**config.mk**
```make
export PLATFORM = sky130hd
export DESIGN_NAME = clock_time_setting_controller
export DESIGN_NICKNAME = d
export VERILOG_FILES = /design/src/hw/rtl/ctsc_pkg.sv /design/src/hw/rtl/ctsc_update.sv /design/src/hw/rtl/clock_time_setting_controller.sv
export SDC_FILE = /design/constraint.sdc
export NUM_CORES = 1
export LEC_CHECK = 0
export BUFFER_PORTS_ARGS = -buffer_cell sky130_fd_sc_hd__buf_2
export CORE_MARGIN = 4
export CORE_UTILIZATION = 50
export CTS_CLUSTER_SIZE = 12
export DETAILED_ROUTE_END_ITERATION = 7
export MAX_ROUTING_LAYER = met4
export PLACE_DENSITY_LB_ADDON = 0.05
export SYNTH_ARGS = -nofsm -noshare
export SYNTH_HDL_FRONTEND = slang
export SYNTH_HIERARCHICAL = 1
export SYNTH_SLANG_ARGS = --single-unit
```
**constraint.sdc**
```tcl
create_clock -name clock -period 6.9 [get_ports clock]
set_clock_uncertainty 0.1 [all_clocks]
set_input_delay 1.38 -clock clock [delete_from_list [all_inputs] [get_ports clock]]
set_output_delay 1.38 -clock clock [all_outputs]
set_load 0.01 [all_outputs]
```
**src/hw/rtl/ctsc_pkg.sv**
```systemverilog
// Package for the clock time setting controller: types, constants and field step functions.
`timescale 1ns / 1ps

package ctsc_pkg;

   // Field limits and large step sizes
   localparam logic [4:0] HOUR_MAX        = 5'd23;
   localparam logic [5:0] MINUTE_MAX      = 6'd59;
   localparam logic [4:0] HOUR_BIG        = 5'd6;
   localparam logic [5:0] MINUTE_BIG      = 6'd10;
   localparam logic [4:0] HOUR_BIG_WRAP   = 5'd18;   // 24 - 6
   localparam logic [5:0] MINUTE_BIG_WRAP = 6'd50;   // 60 - 10

   // Register reset values
   localparam logic [7:0] TIMEOUT_RESET = 8'd200;
   localparam logic [7:0] HOLD_RESET    = 8'd10;

   // Register indexes
   localparam logic CSR_TIMEOUT_TICKS = 1'b0;
   localparam logic CSR_HOLD_PERIOD   = 1'b1;

   typedef enum logic [1:0] {
      MODE_TICK   = 2'd0,
      MODE_START  = 2'd1,
      MODE_FINISH = 2'd2,
      MODE_IGNORE = 2'd3
   } mode_type;

   typedef enum logic [1:0] {
      SOUND_NONE   = 2'd0,
      SOUND_START  = 2'd1,
      SOUND_FINISH = 2'd2,
      SOUND_WARN   = 2'd3
   } sound_type;

   typedef struct packed {
      logic [1:0] mode;
      logic       minus_press;
      logic       plus_press;
      logic       minus_hold;
      logic       plus_hold;
      logic       switch_press;
      logic       filter_closed;
      logic       link_up;
      logic [4:0] clock_hour;
      logic [5:0] clock_minute;
   } item_type;

   typedef struct packed {
      logic       active;
      logic       field_sel;
      logic [4:0] edit_hour;
      logic [5:0] edit_minute;
      logic [7:0] timeout_count;
      logic [7:0] hold_count;
      logic       clock_enabled;
   } state_type;

   typedef struct packed {
      logic       editing;
      logic       minute_field;
      logic [4:0] shown_hour;
      logic [5:0] shown_minute;
      logic       commit;
      logic       clock_on;
      sound_type  sound;
   } result_type;

   // Step the hour by 1 or by 6, up or down, with wrap
   function automatic logic [4:0] hour_move(input logic [4:0] hour, input logic up,
                                            input logic big);
      logic [4:0] res;
      if (big) begin
         if (up) res = (hour >= HOUR_BIG_WRAP) ? hour - HOUR_BIG_WRAP : hour + HOUR_BIG;
         else    res = (hour < HOUR_BIG) ? hour + HOUR_BIG_WRAP : hour - HOUR_BIG;
      end else begin
         if (up) res = (hour < HOUR_MAX) ? hour + 5'd1 : 5'd0;
         else    res = (hour != 5'd0) ? hour - 5'd1 : HOUR_MAX;
      end
      return res;
   endfunction

   // Step the minute by 1 or by 10, up or down, with wrap
   function automatic logic [5:0] minute_move(input logic [5:0] minute, input logic up,
                                              input logic big);
      logic [5:0] res;
      if (big) begin
         if (up) res = (minute >= MINUTE_BIG_WRAP) ? minute - MINUTE_BIG_WRAP
                                                   : minute + MINUTE_BIG;
         else    res = (minute < MINUTE_BIG) ? minute + MINUTE_BIG_WRAP
                                             : minute - MINUTE_BIG;
      end else begin
         if (up) res = (minute < MINUTE_MAX) ? minute + 6'd1 : 6'd0;
         else    res = (minute != 6'd0) ? minute - 6'd1 : MINUTE_MAX;
      end
      return res;
   endfunction

endpackage

```
**src/hw/rtl/ctsc_update.sv**
```systemverilog
// Next-state and result logic for one transfer of the time setting controller.
`timescale 1ns / 1ps

module ctsc_update (
   input  ctsc_pkg::item_type   item,
   input  ctsc_pkg::state_type  state,
   input  logic [7:0]           timeout_ticks,
   input  logic [7:0]           hold_period,
   output ctsc_pkg::state_type  next_state,
   output ctsc_pkg::result_type result
);
   import ctsc_pkg::*;

   always_comb begin : update_proc
      state_type  nxt;
      sound_type  sound;
      logic       commit;
      logic       ended;
      nxt    = state;
      sound  = SOUND_NONE;
      commit = 1'b0;
      ended  = 1'b0;

      case (mode_type'(item.mode))
         MODE_TICK: begin
            // Abort checks: filter open, link up, timeout
            if (nxt.active) begin
               if (!item.filter_closed) begin
                  nxt.active        = 1'b0;
                  nxt.field_sel     = 1'b0;
                  nxt.timeout_count = 8'd0;
               end
               if (item.link_up) begin
                  nxt.active        = 1'b0;
                  nxt.field_sel     = 1'b0;
                  nxt.timeout_count = 8'd0;
                  sound             = SOUND_WARN;
                  ended             = 1'b1;
               end else begin
                  nxt.timeout_count = nxt.timeout_count + 8'd1;
                  if (nxt.timeout_count >= timeout_ticks) begin
                     nxt.active        = 1'b0;
                     nxt.field_sel     = 1'b0;
                     nxt.timeout_count = 8'd0;
                     sound             = SOUND_WARN;
                  end
               end
            end else begin
               nxt.timeout_count = 8'd0;
            end

            // Key events: minus, then plus, then switch
            if (!ended) begin
               if (!nxt.active) begin
                  nxt.hold_count = 8'd0;
               end else begin
                  if (item.minus_press) begin
                     if (nxt.field_sel) nxt.edit_minute = minute_move(nxt.edit_minute, 1'b0, 1'b0);
                     else               nxt.edit_hour   = hour_move(nxt.edit_hour, 1'b0, 1'b0);
                  end else if (item.minus_hold) begin
                     nxt.hold_count = nxt.hold_count + 8'd1;
                     if (nxt.hold_count >= hold_period) begin
                        nxt.hold_count = 8'd0;
                        if (nxt.field_sel) nxt.edit_minute = minute_move(nxt.edit_minute, 1'b0, 1'b1);
                        else               nxt.edit_hour   = hour_move(nxt.edit_hour, 1'b0, 1'b1);
                     end
                  end
                  if (item.plus_press) begin
                     if (nxt.field_sel) nxt.edit_minute = minute_move(nxt.edit_minute, 1'b1, 1'b0);
                     else               nxt.edit_hour   = hour_move(nxt.edit_hour, 1'b1, 1'b0);
                  end else if (item.plus_hold) begin
                     nxt.hold_count = nxt.hold_count + 8'd1;
                     if (nxt.hold_count >= hold_period) begin
                        nxt.hold_count = 8'd0;
                        if (nxt.field_sel) nxt.edit_minute = minute_move(nxt.edit_minute, 1'b1, 1'b1);
                        else               nxt.edit_hour   = hour_move(nxt.edit_hour, 1'b1, 1'b1);
                     end
                  end
                  if (item.switch_press) begin
                     nxt.field_sel = ~nxt.field_sel;
                  end
               end
            end
         end
         MODE_START: begin
            // Load the clock time, clamped, unless the link blocks editing
            if (item.link_up) begin
               sound = SOUND_WARN;
            end else begin
               sound           = SOUND_START;
               nxt.active      = 1'b1;
               nxt.field_sel   = 1'b0;
               nxt.edit_hour   = (item.clock_hour > HOUR_MAX) ? HOUR_MAX : item.clock_hour;
               nxt.edit_minute = (item.clock_minute > MINUTE_MAX) ? MINUTE_MAX
                                                                  : item.clock_minute;
            end
         end
         MODE_FINISH: begin
            // Commit, or switch the clock off at midnight
            if (nxt.active) begin
               if (nxt.edit_hour == 5'd0 && nxt.edit_minute == 6'd0) begin
                  nxt.clock_enabled = 1'b0;
               end else begin
                  commit            = 1'b1;
                  nxt.clock_enabled = 1'b1;
               end
               nxt.active    = 1'b0;
               nxt.field_sel = 1'b0;
               sound         = SOUND_FINISH;
            end
         end
         MODE_IGNORE: begin
            nxt = state;
         end
         default: begin
            nxt = state;
         end
      endcase

      next_state          = nxt;
      result.editing      = nxt.active;
      result.minute_field = nxt.field_sel;
      result.shown_hour   = nxt.edit_hour;
      result.shown_minute = nxt.edit_minute;
      result.commit       = commit;
      result.clock_on     = nxt.clock_enabled;
      result.sound        = sound;
   end

endmodule

```
**src/hw/rtl/clock_time_setting_controller.sv**
```systemverilog
// Top level of the clock time setting controller: input register, state and result register.
`timescale 1ns / 1ps

// Takes one transfer per clock and returns exactly one result per transfer. A request
// lands in the input register; when the result register is free or being emptied, the edit
// state is updated from it and the result is held in the result register. The sustained
// rate is one transfer per clock, limited only by the result side taking results. Registers
// timeout_ticks (index 0) and hold_period (index 1) should be written only while no transfer
// is in flight.
module clock_time_setting_controller (
   input  logic       clock,
   input  logic       reset,
   // request channel
   input  logic       req_valid,
   output logic       req_ready,
   input  logic [1:0] req_mode,
   input  logic       req_minus_press,
   input  logic       req_plus_press,
   input  logic       req_minus_hold,
   input  logic       req_plus_hold,
   input  logic       req_switch_press,
   input  logic       req_filter_closed,
   input  logic       req_link_up,
   input  logic [4:0] req_clock_hour,
   input  logic [5:0] req_clock_minute,
   // response channel
   output logic       rsp_valid,
   input  logic       rsp_ready,
   output logic       rsp_editing,
   output logic       rsp_minute_field,
   output logic [4:0] rsp_shown_hour,
   output logic [5:0] rsp_shown_minute,
   output logic       rsp_commit,
   output logic       rsp_clock_on,
   output logic [1:0] rsp_sound,
   // configuration port
   input  logic       csr_write_en,
   input  logic       csr_index,
   input  logic [7:0] csr_wdata
);
   import ctsc_pkg::*;

   logic [7:0] timeout_ticks_ff;
   logic [7:0] hold_period_ff;
   logic       item_valid_ff;
   item_type   item_ff;
   state_type  state_ff;
   state_type  state_in;
   logic       rsp_valid_ff;
   result_type result_ff;
   result_type result_in;
   logic       advance;

   // Move the held item on when the result register is free or being emptied
   assign advance   = item_valid_ff && (!rsp_valid_ff || rsp_ready);
   assign req_ready = !item_valid_ff || advance;

   // Configuration registers
   always_ff @(posedge clock) begin
      if (reset) begin
         timeout_ticks_ff <= TIMEOUT_RESET;
         hold_period_ff   <= HOLD_RESET;
      end else if (csr_write_en) begin
         case (csr_index)
            CSR_TIMEOUT_TICKS: timeout_ticks_ff <= csr_wdata;
            CSR_HOLD_PERIOD:   hold_period_ff   <= csr_wdata;
            default:           timeout_ticks_ff <= timeout_ticks_ff;
         endcase
      end
   end

   // Input register
   always_ff @(posedge clock) begin
      if (reset) begin
         item_valid_ff <= 1'b0;
      end else if (req_ready) begin
         item_valid_ff <= req_valid;
      end
   end

   always_ff @(posedge clock) begin
      if (req_valid && req_ready) begin
         item_ff.mode          <= req_mode;
         item_ff.minus_press   <= req_minus_press;
         item_ff.plus_press    <= req_plus_press;
         item_ff.minus_hold    <= req_minus_hold;
         item_ff.plus_hold     <= req_plus_hold;
         item_ff.switch_press  <= req_switch_press;
         item_ff.filter_closed <= req_filter_closed;
         item_ff.link_up       <= req_link_up;
         item_ff.clock_hour    <= req_clock_hour;
         item_ff.clock_minute  <= req_clock_minute;
      end
   end

   ctsc_update u_update (
      .item          (item_ff),
      .state         (state_ff),
      .timeout_ticks (timeout_ticks_ff),
      .hold_period   (hold_period_ff),
      .next_state    (state_in),
      .result        (result_in)
   );

   // Edit state, updated once per transfer
   always_ff @(posedge clock) begin
      if (reset) begin
         state_ff <= '0;
      end else if (advance) begin
         state_ff <= state_in;
      end
   end

   // Result register
   always_ff @(posedge clock) begin
      if (reset) begin
         rsp_valid_ff <= 1'b0;
      end else if (advance) begin
         rsp_valid_ff <= 1'b1;
      end else if (rsp_ready) begin
         rsp_valid_ff <= 1'b0;
      end
   end

   always_ff @(posedge clock) begin
      if (advance) begin
         result_ff <= result_in;
      end
   end

   assign rsp_valid        = rsp_valid_ff;
   assign rsp_editing      = result_ff.editing;
   assign rsp_minute_field = result_ff.minute_field;
   assign rsp_shown_hour   = result_ff.shown_hour;
   assign rsp_shown_minute = result_ff.shown_minute;
   assign rsp_commit       = result_ff.commit;
   assign rsp_clock_on     = result_ff.clock_on;
   assign rsp_sound        = result_ff.sound;

endmodule

```
==> impl_metrics.toml, run 1 <==
[outcome]
outcome = "finished clean"

[setup_path]
cp-start-kind = "flip-flop"
crit_family = "compound AO/OA/AOI/OAI gates"
crit_cells = 25
critPathCapture = "state_ff[27]"
crit_slowest_cell = "dfxtp_1"
end_kind = "flip-flop"
rrSetupSlack_ns = 0.96
arrival_ns = 6.11
crit_top_cell = "ha_1"
crit_buf_inv = 2
critPathRequiredTime_ns = 7.07
crit_start = "state_ff[1]"
timing.rr.end = "state_ff[27]"
rr_worst_depth = 25
critPathMaxFanout = 8
max_stage_delay_ns = 0.47
reg2reg_from = "state_ff[1]"
crit_type = "reg -> reg"

[floorplan]
start_util_pct = 50.86
pin_count = 53
die_w_um = 126.6
coreArea_um2 = 13830
die_area_um2 = 16030
die_y_um = 126.6
num_rows = 43

[placement]
finalWeightedCongestion = 0.9672
placed_cells = 1003
port_buffers = 52
dp_hpwl_mm = 14.40

[global_route]
antenna_found_initial = 0
grt.met2_usage_pct = 36.92
grt_pass1_wl_mm = 30.97
grt_max_degree = 79
grt_util_met3_pct = 5.011
grt-ovfl-total = 0
globalRoute.busiestLayer = "met2"
grt_pass1_vias = 5825
use_met1_pct = 34.07
grt.total_usage_pct = 24.92

[routing]
wirelength_mm = 19.26
drt_iter0_markers = 477
route.vias.total = 6131
drtPass1Iterations = 5
vias_per_cell = 6.017
drc = 0
routedWlPerCell_um = 18.90
ant_nets = 0

[clock_tree]
clk_pin_slew_ns = 0.07
post_cts_buffers = 0
cts_tree = "done"
cts_max_level = 3
root_buffer = "clkbuf_16"
cts-resized-gates = 0
cts.sinks = 85
clock_latency_ns = 0.35
cts_hold_buf = 0
clock_path_buffers = 2
numCtsBuffers = 9

[logic_synthesis]
synth_area_per_cell_um2 = 8.534
ys_seq_area_share_pct = 29.47
synthesis.yosys.warnings = 6
synth_edf_count = 37
yosys_register_bits = 85
async_reset_ff_share_pct = 0
syn_inst = 824
yosys.area.top_type = "edfxtp_1"
syn_area_um2 = 7032
synth_fp_nets = 901
synth.distinct_cells = 93
synth_flop_cell = "dfxtp_1"
yosys.area.top_type_share_pct = 15.80
synth_area_leaders = "edfxtp_1 16%, dfxtp_1 14%, ha_1 7.7%"

[pwr]
p_leak_nw = 2.867
power_mw = 1.215
vdd_drop_max_uv = 156.0
power_density_nw_per_um2 = 162.4

[finish]
layout.nets = 911
final_common_cell = "nand2_1"
instances_no_fill = 1019
drive_above_1_share_pct = 13.11
num_antenna_cells = 0
areaGrowthSynthToFinish_pct = 6.424
layout_common_cells = "105 x nand2_1, 68 x nand2b_1, 52 x buf_2"

[timing]
finalSetupViolations = 0
hold_viol = 0
timing.final.crit_share_pct = 86.12
max-slew-margin-rel_pct = 15.27
finalSetupTns_ns = 0
fmax_mhz = 168.3
tightest_slew_ns = 1.271
grt_setup_unrepaired = "false"
report.final.slew_viol_count = 0
period_minus_slack_ns = 5.942

[hold_path]
holdCritPathClass = "reg -> reg"

[job]
drv_cap = 0
per-stage QoR:
step                      hold WS (ns)  util (%)  area, um2  setup WS (ns)
final                           0.3556     54.12       7483         0.9576
after global routing            0.3852     54.12       7483         0.4261
after CTS                       0.3577     54.12       7483          1.021
after detailed placement        0.3480     51.96       7184          1.051
after global placement          0.3454     51.96       7184          1.332
after floorplan                 0.3340         -       7032          1.594
synth_stat cells, drive strengths merged (6+ instances only):
| cell type | number |
|---|---|
| o221ai | 7 |
| clkbuf | 26 |
| a21oi | 37 |
| nand3 | 26 |
| a211oi | 11 |
| nand2b | 68 |
| edfxtp | 37 |
| nand4 | 10 |
| o31ai | 14 |
| nor3 | 17 |
| inv | 43 |
| ha | 43 |
| nand3b | 6 |
| and4 | 6 |
| a22oi | 14 |
| a31oi | 7 |
| buf | 29 |
| nand2 | 107 |
| o21ai | 38 |
| xor2 | 9 |
| dfxtp | 48 |
| nor2b | 10 |
| and3 | 9 |
| a21o | 9 |
| mux2i | 39 |
| xnor2 | 14 |
| o211ai | 6 |
| and2 | 8 |
| nor2 | 44 |
worst min-delay path: stages, from the launching register on:
cell     delay, ns
dfxtp_1       0.31
nand2_1       0.05
a21oi_1       0.05
worst min path at each step:
stage / startpoint / endpoint / slack (ns) / depth (start not counted)
global route: hold_period_ff[2] / hold_period_ff[2] / 0.39 / 2
floorplan: hold_period_ff[4] / hold_period_ff[4] / 0.33 / 2
CTS: hold_period_ff[2] / hold_period_ff[2] / 0.36 / 2
finish: hold_period_ff[2] / hold_period_ff[2] / 0.36 / 2
global placement: hold_period_ff[2] / hold_period_ff[2] / 0.35 / 2
detailed placement: hold_period_ff[2] / hold_period_ff[2] / 0.35 / 2
kinds of logic (layout without fill, tap and decap cells):
family | Yosys count | after routing | synth area share (%)
AO/OA/AOI/OAI | 203 | 203 | 22.35
multiplexers | 41 | 41 | 5.925
flip-flops | 85 | 85 | 29.47
buffers and inverters | 101 | 116 | 7.527
XOR/XNOR | 23 | 23 | 2.865
adder cells (fa/ha/maj) | 43 | 43 | 7.651
AND/OR/NAND/NOR | 328 | 328 | 24.22
where the power goes:
group / internal [mW] / switching, mW / total (mW) / leakage [nW]
registers: 0.545 / 0.0200 / 0.565 / 0.749
logic: 0.0628 / 0.100 / 0.163 / 1.97
clock network: 0.257 / 0.231 / 0.487 / 0.148
registers in the layout, summed over array words and instances (netlist names):
| register | flops |
|---|---|
| hold_period_ff | 8 |
| item_ff | 20 |
| item_valid_ff | 1 |
| rsp_clock_on | 1 |
| rsp_commit | 1 |
| rsp_editing | 1 |
| rsp_minute_field | 1 |
| rsp_shown_hour | 5 |
| rsp_shown_minute | 6 |
| rsp_sound | 2 |
| rsp_valid | 1 |
| state_ff | 30 |
| timeout_ticks_ff | 8 |
routing by layer:
layer	wire length [um]	part of all wire (%)
met3	1099	5.7
met4	493	2.6
met2	8412	44
met5	0	0
met1	9253	48
cell type report:
type / instances / area (um2)
sequential: 85 / 2072
timing repair buffer: 54 / 275.3
inverter: 46 / 172.7
clock inverter: 7 / 73.82
tap: 180 / 225.2
multi-input combinational: 638 / 4439
clock buffer: 9 / 225.2
fill: 1322 / 6344
Note: power is estimated with default switching activity, not from simulation.
==> run 2: changes to the inputs <==
ABC_AREA = 1   (was default)
clock period = 7.2 ns   (was 6.9 ns; I/O delays follow)
==> run 2 against run 1 <==
  * Cell count grew 17%
  * Largest power group unchanged
  * Power grew 15%
  * Maximum frequency increased by 9.5%
  * Via count up 2.2%
  * Clock power shrank 3%
  * Routed wire length shrank 12%
  * Area after synthesis down 2.9%
  * Largest cell class unchanged
  * Critical path depth is 11 higher
  * Final area is 2.4% lower
==> impl_metrics.toml, run 2 <==
[setup_path]
cp-start-kind = "flip-flop"
crit_slowest_cell = "dfxtp_1"
end_kind = "flip-flop"
critPathRequiredTime_ns = 7.39
crit_top_cell = "nand2_1"
critPathMaxFanout = 7
crit_start = "state_ff[1]"
crit_type = "reg -> reg"
crit_buf_inv = 5
max_stage_delay_ns = 0.40
timing.rr.end = "state_ff[25]"
arrival_ns = 5.61
rrSetupSlack_ns = 1.78
crit_family = "simple AND/OR/NAND/NOR gates"
reg2reg_from = "state_ff[1]"
rr_worst_depth = 36

[clock_tree]
cts_hold_buf = 0
cts_max_level = 3
clock_latency_ns = 0.35
cts-resized-gates = 0
clock_path_buffers = 2
numCtsBuffers = 9
post_cts_buffers = 0
cts_tree = "done"
clk_pin_slew_ns = 0.07
root_buffer = "clkbuf_16"
cts.sinks = 85

[pwr]
vdd_drop_max_uv = 172.8
power_density_nw_per_um2 = 191.5
p_leak_nw = 3.468

[logic_synthesis]
synth_edf_count = 37
synth_flop_cell = "dfxtp_1"
synth_area_leaders = "edfxtp_1 16%, dfxtp_1 14%, nand2_1 12%"
synth_area_per_cell_um2 = 6.896
synth_xor_area_share_pct = 1.924
syn_area_um2 = 6827
syn_inst = 990
synthSimpleGateAreaFrac_pct = 31.67
synth_compound_area_share_pct = 14.46
yosys.area.top_type_share_pct = 16.28
synth.distinct_cells = 51
yosys.area.top_type = "edfxtp_1"
yosysMostFrequentCell = "nand2_1"
synthAdderAreaFrac_pct = 7.881
ys_seq_area_share_pct = 30.35
synth_fp_nets = 1067
synthesis.yosys.warnings = 6
async_reset_ff_share_pct = 0
synth_top_family_by_area = "simple AND/OR/NAND/NOR gates"
synth_mux_area_share_pct = 0
yosys_register_bits = 85
synth_commonest_cells = "220 x nand2_1, 147 x inv_1, 100 x nor2_1"

[global_route]
globalRoute.busiestLayer = "met1"
grt_pass1_vias = 5686
grt-ovfl-total = 0
grt_util_met3_pct = 2.873
antenna_found_initial = 0
grt_pass1_wl_mm = 28.38
grt.met2_usage_pct = 31.87
use_met1_pct = 34.21
grt.total_usage_pct = 22.57
grt_max_degree = 62

[timing]
tightest_slew_ns = 1.187
period_minus_slack_ns = 5.425
hold_viol = 0
fmax_mhz = 184.3
finalSetupViolations = 0
grt_setup_unrepaired = "false"
worst_hold_slack_ns = 0.3767
report.final.slew_viol_count = 0
max-slew-margin-rel_pct = 20.85
finalSetupTns_ns = 0
timing.final.crit_share_pct = 75.35

[hold_path]
hold_depth = 2
holdPathEnd = "timeout_ticks_ff[6]"
worstHoldStart = "timeout_ticks_ff[6]"
holdCritPathClass = "reg -> reg"

[job]
drv_cap = 0

[finish]
layout_common_cells = "220 x nand2_1, 147 x inv_1, 100 x nor2_1"
largest_reg_flops = 30
areaGrowthSynthToFinish_pct = 7.002
reg_top3 = "state_ff: 30 flops, item_ff: 20 flops"
num_antenna_cells = 0
regMostFlops = "state_ff"
drive_above_1_share_pct = 13.44
layout.nets = 1084
final_common_cell = "nand2_1"

[routing]
vias_per_cell = 5.274
wirelength_mm = 17.00
drc = 0
drtPass1Iterations = 5
drt_iter0_markers = 531
routedWlPerCell_um = 14.31
route.vias.total = 6266
ant_nets = 0

[floorplan]
num_rows = 42
start_util_pct = 51.35
die_y_um = 124.8
die_w_um = 124.8
coreArea_um2 = 13300
die_area_um2 = 15590
pin_count = 53

[placement]
port_buffers = 52
finalWeightedCongestion = 0.9466
dp_hpwl_mm = 12.38

[outcome]
outcome = "finished clean"
==> run 2: cell count changes after synthesis, sizes merged, moves of 28 or more <==
cell / delta
nand2: +128
nand2b: -68
nand3: +71
nor2: +63
a21oi: +29
inv: +117
mux2i: -39
o21ai: +28
==> run 2: cell type report <==
type,instances,area [um2]
multi-input cells,696,3822
well taps,176,220.2
clock inverters,7,75.07
repair buffers,55,282.8
clock buffers,9,225.2
inverters,160,605.6
flip-flops and latches,85,2073
fillers,1318,5991
==> run 2: per-stage QoR <==
step / cell area, um2 / std cells / power (mW) / util [%] / worst slack [ns]
floorplan: 6827 / 990 / 0.8611 / - / 2.458
global placement: 7004 / 1172 / 0.9327 / 52.68 / 2.007
detailed placement: 7004 / 1172 / 0.9323 / 52.68 / 1.799
CTS: 7305 / 1188 / 1.410 / 54.94 / 1.803
global route: 7305 / 1188 / 1.490 / 54.94 / 1.103
finish: 7305 / 1188 / 1.399 / 54.94 / 1.775
==> run 2: tightest hold or removal path, stage by stage (launching register included) <==
cell and delay (ns):
dfxtp_1 0.33, nand2_1 0.05, nand3_1 0.07
==> run 2: cell families (layout without fill, tap and decap cells) <==
kind of cell / count (synthesis) / count (layout)
xor+xnor: 15 / 15
compound gates: 173 / 173
simple gates: 465 / 465
buf+inv: 209 / 231
flops: 85 / 85
fa+ha+maj: 43 / 43
==> run 2: layer usage <==
metal,part of all wire [%],vias to the layer above
li1,-,3244
met1,53,2808
met2,40,194
met3,5.1,20
met4,1.4,0
met5,0,-
==> run 2: power by group <==
group | total [mW] | internal [mW] | switching (mW)
combinational | 0.360 | 0.124 | 0.236
clock | 0.472 | 0.270 | 0.202
sequential | 0.567 | 0.537 | 0.0302
==> run 2: how the worst max path moves through the flow <==
stage | to | slack (ns) | depth (start not counted)
3_3_place_gp | state_ff[25] | 2.01 | 37
5_1_grt | state_ff[25] | 1.10 | 34
2_1_floorplan | rsp_shown_hour[2] | 2.46 | 34
4_1_cts | state_ff[25] | 1.80 | 37
3_5_place_dp | state_ff[25] | 1.80 | 37
6_report | state_ff[25] | 1.78 | 36
